File: src/rtl/line_strip_end_extender_top_assert.svh
// ---------------------------------------------------------------------------
// Line strip end extender assertion macros
// Shared concurrent assertion forms used by the extender RTL.
// ---------------------------------------------------------------------------
`ifndef LINE_STRIP_END_EXTENDER_TOP_ASSERT_SVH
`define LINE_STRIP_END_EXTENDER_TOP_ASSERT_SVH

// Same-cycle implication, checked outside reset.
`define LSEE_ASSERT_HOLDS(label, clk, rst, ante, cons) \
  label: assert property (@(posedge clk) disable iff (rst) (ante) |-> (cons)) \
    else $error("lsee: same-cycle check failed");

// Next-cycle implication, checked outside reset.
`define LSEE_ASSERT_NEXT(label, clk, rst, ante, cons) \
  label: assert property (@(posedge clk) disable iff (rst) (ante) |=> (cons)) \
    else $error("lsee: next-cycle check failed");

`endif

File: src/rtl/lsee_pkg.sv
// ---------------------------------------------------------------------------
// Line strip end extender package
// Widths, register indexes, reset values and the color type.
// ---------------------------------------------------------------------------
`timescale 1ns / 1ps
`default_nettype none

package lsee_pkg;

  localparam int POS_WIDTH_DEFAULT = 32;
  localparam int COLOR_WIDTH       = 16;
  localparam int DIST_WIDTH        = 16;
  localparam int CFG_INDEX_WIDTH   = 2;
  localparam int CFG_DATA_WIDTH    = 16;

  localparam logic [CFG_INDEX_WIDTH-1:0] REG_EXTEND_DISTANCE = 2'd0;
  localparam logic [CFG_INDEX_WIDTH-1:0] REG_MIN_LENGTH      = 2'd1;

  localparam logic [DIST_WIDTH-1:0] EXTEND_DISTANCE_RESET = 16'd7;
  localparam logic [DIST_WIDTH-1:0] MIN_LENGTH_RESET      = 16'd1;

  typedef struct packed {
    logic [COLOR_WIDTH-1:0] red;
    logic [COLOR_WIDTH-1:0] green;
    logic [COLOR_WIDTH-1:0] blue;
  } color_t;

endpackage

`default_nettype wire

File: src/rtl/line_strip_end_extender_top.sv
// Line strip end extender. Vertices of a strip come in one beat at a time and
// leave with one extrapolated vertex added before the first and after the last
// vertex; each vertex goes out one input beat late (at once when it carries
// in_last). A strip of a single vertex produces nothing. The input side takes
// a beat only while the sequencer is idle. A first vertex is only taken; a
// middle vertex is taken, then loaded into the output register. Each added end
// vertex is worked out in one shared adder/subtractor that walks the
// differences, the serial squares, the digit-by-digit square root, the serial
// products with extend_distance and the restoring divisions, one bit or one
// digit per cycle. Output stalls hold the sequencer in its emit states.
// Configuration writes are always taken (cfg_ready is high) and are meant to
// arrive only while no strip is in flight.
// ---------------------------------------------------------------------------
// Line strip end extender, top level
// Sequencer and shared arithmetic unit that add adjacency end vertices.
// ---------------------------------------------------------------------------
`timescale 1ns / 1ps
`default_nettype none

`include "line_strip_end_extender_top_assert.svh"

module line_strip_end_extender_top #(
  parameter int POS_WIDTH = lsee_pkg::POS_WIDTH_DEFAULT
) (
  input  logic                                    clk,
  input  logic                                    rst,
  // configuration
  input  logic                                    cfg_valid,
  output logic                                    cfg_ready,
  input  logic [lsee_pkg::CFG_INDEX_WIDTH-1:0]    cfg_index,
  input  logic [lsee_pkg::CFG_DATA_WIDTH-1:0]     cfg_data,
  // input vertices
  input  logic                                    in_valid,
  output logic                                    in_stall,
  input  logic signed [POS_WIDTH-1:0]             in_x,
  input  logic signed [POS_WIDTH-1:0]             in_y,
  input  logic signed [POS_WIDTH-1:0]             in_z,
  input  logic [lsee_pkg::COLOR_WIDTH-1:0]        in_red,
  input  logic [lsee_pkg::COLOR_WIDTH-1:0]        in_green,
  input  logic [lsee_pkg::COLOR_WIDTH-1:0]        in_blue,
  input  logic                                    in_last,
  // output vertices
  output logic                                    out_valid,
  input  logic                                    out_stall,
  output logic signed [POS_WIDTH-1:0]             out_x,
  output logic signed [POS_WIDTH-1:0]             out_y,
  output logic signed [POS_WIDTH-1:0]             out_z,
  output logic [lsee_pkg::COLOR_WIDTH-1:0]        out_red,
  output logic [lsee_pkg::COLOR_WIDTH-1:0]        out_green,
  output logic [lsee_pkg::COLOR_WIDTH-1:0]        out_blue,
  output logic                                    out_added,
  output logic                                    out_last
);

  localparam int DW = lsee_pkg::DIST_WIDTH;
  localparam int K  = POS_WIDTH + 1;          // magnitude and root width
  localparam int AW = 2 * POS_WIDTH + 2;      // shared adder width
  localparam int NW = POS_WIDTH + 1 + DW;     // dividend width
  localparam int CW = $clog2(NW);

  localparam logic [POS_WIDTH-1:0] POS_MAX = {1'b0, {(POS_WIDTH-1){1'b1}}};
  localparam logic [POS_WIDTH-1:0] POS_MIN = {1'b1, {(POS_WIDTH-1){1'b0}}};

  localparam logic [1:0] PH_NONE  = 2'd0;
  localparam logic [1:0] PH_FIRST = 2'd1;
  localparam logic [1:0] PH_LATER = 2'd2;

  localparam logic [3:0] S_IDLE      = 4'd0;
  localparam logic [3:0] S_DIFF      = 4'd1;
  localparam logic [3:0] S_SQ        = 4'd2;
  localparam logic [3:0] S_SQRT      = 4'd3;
  localparam logic [3:0] S_LEN       = 4'd4;
  localparam logic [3:0] S_MUL       = 4'd5;
  localparam logic [3:0] S_DIV       = 4'd6;
  localparam logic [3:0] S_SUM       = 4'd7;
  localparam logic [3:0] S_EMIT_EXT  = 4'd8;
  localparam logic [3:0] S_EMIT_HELD = 4'd9;
  localparam logic [3:0] S_EMIT_CUR  = 4'd10;

  // control
  logic [3:0] state, state_next;
  logic [1:0] phase, phase_next;
  logic [DW-1:0] extend_distance, min_length;

  // vertex storage
  logic [POS_WIDTH-1:0] held_x, held_y, held_z;
  logic [POS_WIDTH-1:0] cur_x, cur_y, cur_z;
  lsee_pkg::color_t     held_color, cur_color;
  logic                 cur_last;
  logic                 ext_end;

  // extrapolation datapath
  logic [1:0]           comp, load_idx;
  logic [K-1:0]         dmag [3];
  logic [2:0]           dneg;
  logic [K-1:0]         dmag_sel;
  logic [AW-1:0]        acc, mcand;
  logic [K-1:0]         mplier;
  logic [K:0]           rem;
  logic [K-1:0]         root, len;
  logic [DW-1:0]        quo;
  logic [CW-1:0]        cnt;
  logic [POS_WIDTH-1:0] res_pos [3];

  // shared adder/subtractor
  logic [AW-1:0] alu_a, alu_b;
  logic          alu_sub;
  logic [AW:0]   alu_sum;
  logic [AW-1:0] alu_res;
  logic          alu_ge;

  logic [POS_WIDTH-1:0] base_pos, oth_pos;
  logic [K+2:0]         sq_ext;
  logic [K:0]           div_ext;
  logic [K-1:0]         floor_len;
  logic [K-1:0]         d_mag;
  logic                 d_neg;
  logic                 pos_ovf, neg_ovf;
  logic [POS_WIDTH-1:0] sat_val;
  logic [K:0]           root_dbl;

  logic in_take, out_free, emit_go;

  assign cfg_ready = 1'b1;
  assign in_stall  = (state != S_IDLE);
  assign in_take   = in_valid && !in_stall;
  assign out_free  = !out_valid || !out_stall;
  assign emit_go   = out_free && ((state == S_EMIT_EXT) || (state == S_EMIT_HELD) ||
                                  (state == S_EMIT_CUR));

  assign load_idx  = (comp == 2'd2) ? 2'd0 : comp + 2'd1;
  assign dmag_sel  = dmag[load_idx];
  assign floor_len = (min_length == '0) ? K'(1) : {{(K-DW){1'b0}}, min_length};
  assign sq_ext    = {rem, acc[AW-1:AW-2]};
  assign div_ext   = {rem[K-1:0], acc[NW-1]};
  assign root_dbl  = {root, 1'b0};

  // extrapolation runs from the held vertex at the start, from the current at the end
  always_comb begin
    unique case (comp)
      2'd0:    begin
        base_pos = ext_end ? cur_x : held_x;
        oth_pos  = ext_end ? held_x : cur_x;
      end
      2'd1:    begin
        base_pos = ext_end ? cur_y : held_y;
        oth_pos  = ext_end ? held_y : cur_y;
      end
      default: begin
        base_pos = ext_end ? cur_z : held_z;
        oth_pos  = ext_end ? held_z : cur_z;
      end
    endcase
  end

  always_comb begin
    alu_a   = '0;
    alu_b   = '0;
    alu_sub = 1'b0;
    unique case (state)
      S_DIFF: begin
        alu_a   = {{(AW-POS_WIDTH){base_pos[POS_WIDTH-1]}}, base_pos};
        alu_b   = {{(AW-POS_WIDTH){oth_pos[POS_WIDTH-1]}}, oth_pos};
        alu_sub = 1'b1;
      end
      S_SQ, S_MUL: begin
        alu_a = acc;
        alu_b = mcand;
      end
      S_SQRT: begin
        alu_a   = {{(AW-K-3){1'b0}}, sq_ext};
        alu_b   = {{(AW-K-2){1'b0}}, root, 2'b01};
        alu_sub = 1'b1;
      end
      S_LEN: begin
        alu_a   = {{(AW-K){1'b0}}, root};
        alu_b   = {{(AW-K){1'b0}}, floor_len};
        alu_sub = 1'b1;
      end
      S_DIV: begin
        alu_a   = {{(AW-K-1){1'b0}}, div_ext};
        alu_b   = {{(AW-K){1'b0}}, len};
        alu_sub = 1'b1;
      end
      S_SUM: begin
        alu_a   = {{(AW-POS_WIDTH){base_pos[POS_WIDTH-1]}}, base_pos};
        alu_b   = {{(AW-DW){1'b0}}, quo};
        alu_sub = dneg[comp];
      end
      default: ;
    endcase
  end

  assign alu_sum = {1'b0, alu_a} + {1'b0, alu_b ^ {AW{alu_sub}}} + {{AW{1'b0}}, alu_sub};
  assign alu_res = alu_sum[AW-1:0];
  assign alu_ge  = alu_sum[AW];

  assign d_neg = alu_res[K-1];
  assign d_mag = d_neg ? (~alu_res[K-1:0] + K'(1)) : alu_res[K-1:0];

  // clamp the offset vertex to the signed position range
  assign pos_ovf = !alu_res[POS_WIDTH+1] && (alu_res[POS_WIDTH] || alu_res[POS_WIDTH-1]);
  assign neg_ovf = alu_res[POS_WIDTH+1] && !(alu_res[POS_WIDTH] && alu_res[POS_WIDTH-1]);
  assign sat_val = pos_ovf ? POS_MAX : (neg_ovf ? POS_MIN : alu_res[POS_WIDTH-1:0]);

  always_comb begin
    state_next = state;
    phase_next = phase;
    unique case (state)
      S_IDLE: begin
        if (in_take) begin
          unique case (phase)
            PH_NONE:  phase_next = in_last ? PH_NONE : PH_FIRST;
            PH_FIRST: state_next = S_DIFF;
            default:  state_next = S_EMIT_HELD;
          endcase
        end
      end
      S_DIFF:  if (comp == 2'd2) state_next = S_SQ;
      S_SQ:    if (cnt == CW'(K - 1) && comp == 2'd2) state_next = S_SQRT;
      S_SQRT:  if (cnt == CW'(K - 1)) state_next = S_LEN;
      S_LEN:   state_next = S_MUL;
      S_MUL:   if (cnt == CW'(DW - 1)) state_next = S_DIV;
      S_DIV:   if (cnt == CW'(NW - 1)) state_next = S_SUM;
      S_SUM:   state_next = (comp == 2'd2) ? S_EMIT_EXT : S_MUL;
      S_EMIT_EXT: begin
        if (out_free) begin
          state_next = ext_end ? S_IDLE : S_EMIT_HELD;
          if (ext_end) phase_next = PH_NONE;
        end
      end
      S_EMIT_HELD: begin
        if (out_free) begin
          state_next = cur_last ? S_EMIT_CUR : S_IDLE;
          if (!cur_last) phase_next = PH_LATER;
        end
      end
      S_EMIT_CUR: if (out_free) state_next = S_DIFF;
      default: state_next = S_IDLE;
    endcase
  end

  always_ff @(posedge clk) begin
    if (rst) begin
      state           <= S_IDLE;
      phase           <= PH_NONE;
      out_valid       <= 1'b0;
      extend_distance <= lsee_pkg::EXTEND_DISTANCE_RESET;
      min_length      <= lsee_pkg::MIN_LENGTH_RESET;
    end else begin
      state <= state_next;
      phase <= phase_next;
      if (emit_go) begin
        out_valid <= 1'b1;
      end else if (!out_stall) begin
        out_valid <= 1'b0;
      end
      if (cfg_valid && cfg_ready) begin
        unique case (cfg_index)
          lsee_pkg::REG_EXTEND_DISTANCE: extend_distance <= cfg_data;
          lsee_pkg::REG_MIN_LENGTH:      min_length      <= cfg_data;
          default: ;
        endcase
      end
    end
  end

  always_ff @(posedge clk) begin
    if (in_take) begin
      cur_x     <= in_x;
      cur_y     <= in_y;
      cur_z     <= in_z;
      cur_color <= '{red: in_red, green: in_green, blue: in_blue};
      cur_last  <= in_last;
      ext_end   <= 1'b0;
      comp      <= 2'd0;
      if (phase == PH_NONE && !in_last) begin
        held_x     <= in_x;
        held_y     <= in_y;
        held_z     <= in_z;
        held_color <= '{red: in_red, green: in_green, blue: in_blue};
      end
    end

    unique case (state)
      S_DIFF: begin
        dneg[comp] <= d_neg;
        dmag[comp] <= d_mag;
        comp       <= load_idx;
        if (comp == 2'd2) begin
          acc    <= '0;
          cnt    <= '0;
          mcand  <= {{(AW-K){1'b0}}, dmag_sel};
          mplier <= dmag_sel;
        end
      end
      S_SQ: begin
        // sum of squares builds up in acc across all three components
        if (mplier[0]) acc <= alu_res;
        if (cnt == CW'(K - 1)) begin
          cnt <= '0;
          if (comp == 2'd2) begin
            rem  <= '0;
            root <= '0;
          end else begin
            comp   <= load_idx;
            mcand  <= {{(AW-K){1'b0}}, dmag_sel};
            mplier <= dmag_sel;
          end
        end else begin
          mcand  <= mcand << 1;
          mplier <= mplier >> 1;
          cnt    <= cnt + CW'(1);
        end
      end
      S_SQRT: begin
        // one root digit per cycle, radicand bit pairs taken from the top of acc
        acc <= acc << 2;
        cnt <= cnt + CW'(1);
        if (alu_ge) begin
          rem  <= alu_res[K:0];
          root <= {root[K-2:0], 1'b1};
        end else begin
          rem  <= sq_ext[K:0];
          root <= {root[K-2:0], 1'b0};
        end
      end
      S_LEN: begin
        len    <= alu_ge ? root : floor_len;
        comp   <= load_idx;
        acc    <= '0;
        cnt    <= '0;
        mcand  <= {{(AW-K){1'b0}}, dmag_sel};
        mplier <= {{(K-DW){1'b0}}, extend_distance};
      end
      S_MUL: begin
        if (mplier[0]) acc <= alu_res;
        mcand  <= mcand << 1;
        mplier <= mplier >> 1;
        if (cnt == CW'(DW - 1)) begin
          cnt <= '0;
          rem <= '0;
          quo <= '0;
        end else begin
          cnt <= cnt + CW'(1);
        end
      end
      S_DIV: begin
        // restoring division, dividend shifted out of acc one bit per cycle
        acc <= acc << 1;
        quo <= {quo[DW-2:0], alu_ge};
        if (alu_ge) begin
          rem <= {1'b0, alu_res[K-1:0]};
        end else begin
          rem <= div_ext;
        end
        if (cnt == CW'(NW - 1)) begin
          cnt <= '0;
        end else begin
          cnt <= cnt + CW'(1);
        end
      end
      S_SUM: begin
        res_pos[comp] <= sat_val;
        if (comp != 2'd2) begin
          comp   <= load_idx;
          acc    <= '0;
          cnt    <= '0;
          mcand  <= {{(AW-K){1'b0}}, dmag_sel};
          mplier <= {{(K-DW){1'b0}}, extend_distance};
        end
      end
      S_EMIT_HELD: begin
        if (out_free && !cur_last) begin
          held_x     <= cur_x;
          held_y     <= cur_y;
          held_z     <= cur_z;
          held_color <= cur_color;
        end
      end
      S_EMIT_CUR: begin
        if (out_free) begin
          ext_end <= 1'b1;
          comp    <= 2'd0;
        end
      end
      default: ;
    endcase

    if (emit_go) begin
      unique case (state)
        S_EMIT_EXT: begin
          out_x     <= res_pos[0];
          out_y     <= res_pos[1];
          out_z     <= res_pos[2];
          out_red   <= ext_end ? cur_color.red   : held_color.red;
          out_green <= ext_end ? cur_color.green : held_color.green;
          out_blue  <= ext_end ? cur_color.blue  : held_color.blue;
          out_added <= 1'b1;
          out_last  <= ext_end;
        end
        S_EMIT_HELD: begin
          out_x     <= held_x;
          out_y     <= held_y;
          out_z     <= held_z;
          out_red   <= held_color.red;
          out_green <= held_color.green;
          out_blue  <= held_color.blue;
          out_added <= 1'b0;
          out_last  <= 1'b0;
        end
        default: begin
          out_x     <= cur_x;
          out_y     <= cur_y;
          out_z     <= cur_z;
          out_red   <= cur_color.red;
          out_green <= cur_color.green;
          out_blue  <= cur_color.blue;
          out_added <= 1'b0;
          out_last  <= 1'b0;
        end
      endcase
    end
  end

  `LSEE_ASSERT_HOLDS(a_sqrt_rem_bound, clk, rst, state == S_SQRT, rem <= root_dbl)
  `LSEE_ASSERT_HOLDS(a_div_rem_bound, clk, rst, state == S_DIV, !rem[K] && rem[K-1:0] < len)
  `LSEE_ASSERT_HOLDS(a_len_nonzero, clk, rst, state == S_MUL, len != '0)
  `LSEE_ASSERT_HOLDS(a_quo_bound, clk, rst, state == S_SUM, quo <= extend_distance)
  `LSEE_ASSERT_HOLDS(a_last_is_added, clk, rst, out_valid && out_last, out_added)
  `LSEE_ASSERT_NEXT(a_first_stays_idle, clk, rst, in_take && phase == PH_NONE, state == S_IDLE)

endmodule

`default_nettype wire
File: config.mk
export PLATFORM = sky130hd
export DESIGN_NAME = line_strip_end_extender_top
export DESIGN_NICKNAME = d
export VERILOG_FILES = /design/src/rtl/lsee_pkg.sv /design/src/rtl/line_strip_end_extender_top.sv
export VERILOG_INCLUDE_DIRS = /design/src /design/src/rtl
export SDC_FILE = /design/constraint.sdc
export NUM_CORES = 2
export LEC_CHECK = 0
export BUFFER_PORTS_ARGS = -buffer_cell sky130_fd_sc_hd__buf_4
export CORE_ASPECT_RATIO = 1.5
export CORE_UTILIZATION = 65
export DETAILED_ROUTE_END_ITERATION = 10
export HOLD_SLACK_MARGIN = 0.15
export PLACE_DENSITY = 0.85
export SLEW_MARGIN = 30
export SYNTH_ARGS = -nofsm -noshare
export SYNTH_HDL_FRONTEND = slang
export SYNTH_SLANG_ARGS = --single-unit
File: constraint.sdc
create_clock -name clk -period 14 [get_ports clk]
set_input_delay 2.1 -clock clk [delete_from_list [all_inputs] [get_ports clk]]
set_output_delay 2.1 -clock clk [all_outputs]
set_load 0.005 [all_outputs]
### Yosys cells after proc, flatten, opt, wreduce, memory -nomap -nowiden

Memory sizes are Yosys's and may differ from the RTL's.
Index checks and enable logic that the tools add are counted.

| word-level totals | value |
|---|---|
| register bits | 767 |
| memory bits (writable) | 195 |
| input port bits | 168 |
| word-level logic and storage cells | 249 |
| memories | 2 |

| operators by class | value |
|---|---|
| add/sub/neg operators | 5 |
| magnitude comparators | 2 |
| equality and inequality tests | 37 |
| muxes and demuxes | 117 |
| bitwise logic cells | 2 |
| reductions and logical operators | 47 |

Memory list:

| name | words | bits a word | rd ports | clocked after Yosys merged registers in | write ports | line | source |
|---|---|---|---|---|---|---|---|
| dmag | 3 | 33 | 1 | 0 | 1 | line_strip_end_extender_top.sv:94 | `logic [K-1:0] dmag [3];` |
| res_pos | 3 | 32 | 3 | 0 | 1 | line_strip_end_extender_top.sv:103 | `logic [POS_WIDTH-1:0] res_pos [3];` |

Operators with widths:

| operator | count |
|---|---|
| $pmux 66 s6 | 2 |
| $pmux 66 s5 | 2 |
| $mux 32 | 20 |
| $mux 66 | 7 |
| $pmux 32 s2 | 5 |
| $mux 33 | 8 |
| $mux 48 | 4 |
| $mux 34 | 5 |
| $pmux 33 s5 | 1 |
| $pmux 34 s4 | 1 |
| $pmux 16 s2 | 4 |
| $mux 16 | 5 |
| $add 66x66->67 | 1 |
| $add 67x1->67 | 1 |
| $pmux 33 s2 | 1 |
| $xor 66x66->66 | 1 |
| $mux 4 | 12 |
| $pmux 4 s11 | 1 |
| $pmux 6 s7 | 1 |
| $ne 2x2->1 const B | 17 |
| $add 33x1->33 const B | 1 |
| $not 33->33 | 1 |
| $mux 6 | 5 |
| $mux 2 | 12 |
| other kinds (41) | 92 |

### Depth between registers and ports, before layout

| depth | value |
|---|---|
| word-level depth | 11 |
| mapped depth | 26 |
| depth with buffers taken out | 19 |

### Least setup slack after synthesis

OpenSTA, ideal clock, no wires.

| timing | value |
|---|---|
| path kind | input to register |
| start | in out_stall |
| end | reg out_added (enable) |
| setup time | 0.700 ns |
| arrival time | 9.141 ns |
| slack | 4.160 ns |
| cell stages on the path | 1 |
| path buffers | 0 |
| cell sequence | a21oi_1 |

| on the way | value |
|---|---|
| cells in the longest elaborated chain, start to end | 3 |

Ends and longest elaborated chain:

| item | line | source |
|---|---|---|
| from (decl) | line_strip_end_extender_top.sv:44 | `input logic out_stall,` |
| $logic_not 1->1 | n/a |  |
| $logic_or 1x1->1 | line_strip_end_extender_top.sv:127 | `assign out_free = !out_valid \|\| !out_stall;` |
| $logic_and 1x1->1 | line_strip_end_extender_top.sv:128 | `assign emit_go = out_free && ((state == S_EMIT_EXT) \|\| (state == S_EMIT_HELD) \|\|` |
| to (signal assigned) | line_strip_end_extender_top.sv:399 | `out_added <= 1'b1;` |
| to (signal assigned) | line_strip_end_extender_top.sv:409 | `out_added <= 1'b0;` |
| to (signal assigned) | line_strip_end_extender_top.sv:419 | `out_added <= 1'b0;` |
| to (decl) | line_strip_end_extender_top.sv:51 | `output logic out_added,` |

Every way passes these cells.
A chain may end at the register's enable or synchronous reset.

### Final worst setup path

| timing | value |
|---|---|
| start | reg state[2] |
| end | reg len[15] (data pin) |

| on the way | value |
|---|---|
| cells in the longest elaborated chain, start to end | 7 |

Ends and longest elaborated chain:

| item | line | source |
|---|---|---|
| from (decl) | line_strip_end_extender_top.sv:81 | `logic [3:0] state, state_next;` |
| from (signal assigned) | line_strip_end_extender_top.sv:251 | `state <= state_next;` |
| $eq 4x3->1, or another cell as far along | line_strip_end_extender_top.sv:160 | `unique case (state)` |
| $reduce_or 2->1 (no source line) or $reduce_or 4->1 (tied branches) | n/a |  |
| $pmux 66 s6 or $pmux 1 s2 (tied branches) | line_strip_end_extender_top.sv:160 |  |
| $xor 66x66->66 | line_strip_end_extender_top.sv:194 | `assign alu_sum = {1'b0, alu_a} + {1'b0, alu_b ^ {AW{alu_sub}}} + {{AW{1'b0}}, alu_sub};` |
| $add 66x66->67 | line_strip_end_extender_top.sv:194 |  |
| $add 67x1->67 (*) | line_strip_end_extender_top.sv:194 |  |
| $mux 33 (*) | line_strip_end_extender_top.sv:329 | `len <= alu_ge ? root : floor_len;` |
| to (signal assigned) | line_strip_end_extender_top.sv:329 |  |
| to (decl) | line_strip_end_extender_top.sv:100 | `logic [K-1:0] root, len;` |

Mark *: on every way between the ends. The rest lies on a longest branch, timed or not.

==> summary.md <==
| Metric | Value |
|---|---|
| Status | completed |
| Crit-path cells | nor4bb_1 > or2_4 > a221oi_1 > xnor2_1 > ha_1 > and4_1 > nand3_1 > a211oi_1 > o311a_1 > o2111ai_1 > a21o_1 > o211a_1 > o2111ai_1 > a31o_2 > a21o_2 > buf_4 > mux2_2 |
| Power Total | 13.7 mW |
| Setup Viol. Count Final | 0 |
| Layout cells sized above 1 | 15.6% |
| Register area share after synthesis | 57.3% |
| Critical path fanouts, max | 73 |
| Starting Density | 65.9% |
| Slew @ Worst Pin | 1030 ps |
| Commonest non-fill, non-tap cell in the layout | edfxtp_1 |
| Row cnt | 120 |
| Post-CTS Hold Buffers | 0 |
| Worst-skew pair later-pin latency | 680 ps |
| DP Cell Count | 5176 |
| Pin count of the biggest net entering global routing | 116 |
| CTS H-tree lvls | 3 |
| DR iter-0 viols | 5088 |
| Antenna violations before repair | 5 |
| Io pins | 317 |
| Slowest-stage cell, CP | dfxtp_1 |
| RSZ-0062 raised after global routing | false |
| Worst IR Drop VDD | 0.159 mV |
| Crit path DAT | 8540 ps |
| Routed WL | 138000 um |
| Distinct cells, synth | 88 |
| Setup Fix Bufs, Post-CTS | 0 |
| Root Driver | clkbuf_16 |
| Reported net switching power | 5.71 mW |
| Vias in the first global route | 35490 |
| Crit path capture type | flop |
| Leak pwr | 20.8 nW |
| Die width | 222 um |
| Routed Antenna Nets | 0 |
| Reg clk slew, reported paths | 70 ps |
| Yosys warning total | 0 |
| CP required | 14410 ps |
| Most frequent cells in the layout | 776 x edfxtp_1, 698 x nand2_1, 369 x buf_4, 355 x o21ai_0, 262 x mux2i_1 |
| Pins Over Slew Limit | 0 |
| EDFF count, synth | 776 |
| Tcrit/Tclk final | 58.1% |
| Total Die Area | 73700 um^2 |
| Sw Share | 41.6% |
| Worst Setup Start Kind | flop |
| Final Skew | 36.4 ps |
| CP most frequent cell | o2111ai_1 |
| Global route overflow | 0 |
| Logic gate share of total power | 43.8% |
| First-pass GRT wire length | 209000 um |
| Cells after Synth | 4193 |
| Routed len/inst | 25.8 um |
| Min-Delay Path Class | flop to flop |
| Core ar. | 71600 um^2 |
| Kind of critical path | flop to flop |
| Post-Syn Nets | 4430 |
| Clock Path Buffers | 3 |
| Max cap viols | 0 |
| Period minus WS final | 8130 ps |
| First-pass detailed-route iteration total | 8 |
| Post-synth ARST share | 0% |
| Clock Sinks | 962 |
| Slew HR | 31.0% |
| Detailed placer's ending HPWL | 91300 um |
| Synthesized area per cell | 11.3 um^2 |
| DR vias | 36492 |
| Layout Nets | 4588 |
| Die Ht | 332 um |
| Synthesized area | 47200 um^2 |
| Fmax | 0.123 GHz |
| PD cells | 257 nW/um^2 |
| TritonCTS clock tree | yes |
| Clock power frac | 18.3% |
| Fin. Hold Viols | 0 |
| Synth Flop Type | edfxtp_1 |
| Finished Layout Cells | 5342 |
| TNS Setup | 0 ps |
| GP Congestion | 1.04 |
| Share of power burned in registers | 37.8% |
| #FFs+latches synth | 962 |
| Area growth syn-to-layout | 13.0% |
| Drt drc | 0 |
| IO buf count | 315 |
| PostCTS Resize Cnt | 0 |
| Critical path's largest stage delay | 1000 ps |
| GRT Util Overall | 36.9% |
| Int Power | 8.02 mW |
| Vias/cell | 6.83 |
| CTS Buf Count | 87 |
cells in the mapped netlist (26+ instances only):
| cell | count | area (um^2) |
|---|---|---|
| nand3_1 | 44 | 220 |
| mux2i_1 | 262 | 2620 |
| xor2_1 | 43 | 377 |
| a21oi_1 | 233 | 1170 |
| and3_1 | 41 | 257 |
| inv_1 | 59 | 221 |
| nand2b_1 | 26 | 163 |
| edfxtp_1 | 776 | 23300 |
| o211ai_1 | 35 | 263 |
| xnor2_1 | 73 | 639 |
| and2_1 | 73 | 457 |
| mux4_2 | 40 | 901 |
| mux2_2 | 69 | 777 |
| clkbuf_1 | 250 | 938 |
| a22oi_1 | 210 | 1580 |
| buf_1 | 53 | 199 |
| nor2_1 | 142 | 533 |
| ha_1 | 68 | 851 |
| nand2_1 | 699 | 2620 |
| dfxtp_1 | 186 | 3720 |
| a21o_1 | 136 | 1020 |
| o21ai_0 | 357 | 1790 |
through the flow:
stage / setup WS, ps / hold WS (ps) / cell area, um^2 / util [%]
6_report: 5870 / 460 / 53300 / 74.5
3_5_place_dp: 6170 / 448 / 50300 / 70.2
5_1_grt: 5550 / 486 / 53300 / 74.5
2_1_floorplan: 4160 / 436 / 47200 / -
4_1_cts: 6080 / 456 / 53300 / 74.4
3_3_place_gp: 6190 / 443 / 50200 / 70.1
worst paths after layout:
kind                        endpoint          startpoint  slack [ps]  cells past startpoint
setup / recovery             len[15]            state[2]        5870                     17
hold / removal    extend_distance[7]  extend_distance[7]         460                      2
setup reg to reg             len[15]            state[2]        5870                     17
hold reg to reg   extend_distance[7]  extend_distance[7]         460                      2
power by group through the flow:
stage | Combinational, mW | Clock [mW] | Sequential [mW]
CTS | 5.83 | 2.53 | 5.17
finish | 6.02 | 2.52 | 5.19
global route | 6.39 | 2.63 | 5.26
floorplan | 3.87 | 0 | 5.06
global placement | 5.57 | 0 | 5.17
detailed placement | 5.75 | 0 | 5.21
flip-flops by register name, indices dropped and copies added (netlist names), 32 cells and up:
register and cells:
mplier 33, cur_z 32, out_z 32, res_pos 96
len 33, out_y 32, out_x 32, cur_color 48
cur_x 32, held_color 48, held_y 32, rem 34
held_z 32, held_x 32, mcand 66, root 33
acc 66, dmag 99, cur_y 32
cell families after synthesis:
family                   Yosys count  share of synthesized area, %
AO/OA/AOI/OAI                   1162                          15.8
AND/OR/NAND/NOR                 1143                          10.8
XOR/XNOR                         118                          2.22
buffers and inverters            367                          2.94
adder cells (fa/ha/maj)           69                          1.85
multiplexers                     371                          9.11
other                              1                       0.00795
flip-flops                       962                          57.3
layout make-up:
| cell class | instances | area (um^2) |
|---|---|---|
| diodes | 2 | 5.00 |
| flip-flops and latches | 962 | 27000 |
| clock inverters | 45 | 573 |
| well taps | 915 | 1140 |
| inverters | 59 | 226 |
| fillers | 4645 | 18300 |
| clock buffers | 118 | 2420 |
| repair buffers | 377 | 2930 |
| multi-input cells | 2864 | 19000 |
per-layer routing:
metal	share of wire (%)	up-vias	track usage, %
met5	0.027	-	0
met4	6.1	6	21.2
met3	11	481	7.25
met2	48	2589	59.8
met1	35	17505	46.5
li1	-	15911	-
worst max-delay path, delay by kind of cell (launching register included):
kind	cells	cell delay, ps
buffers and inverters	1	740
and+or+nand+nor	4	2060
adders and majority gates	1	400
xor gates and xnor gates	1	180
DFF	1	1000
muxes	1	420
AOI/OAI and AO/OA	9	2900
No activity file was read; power rests on OpenSTA's default activity.
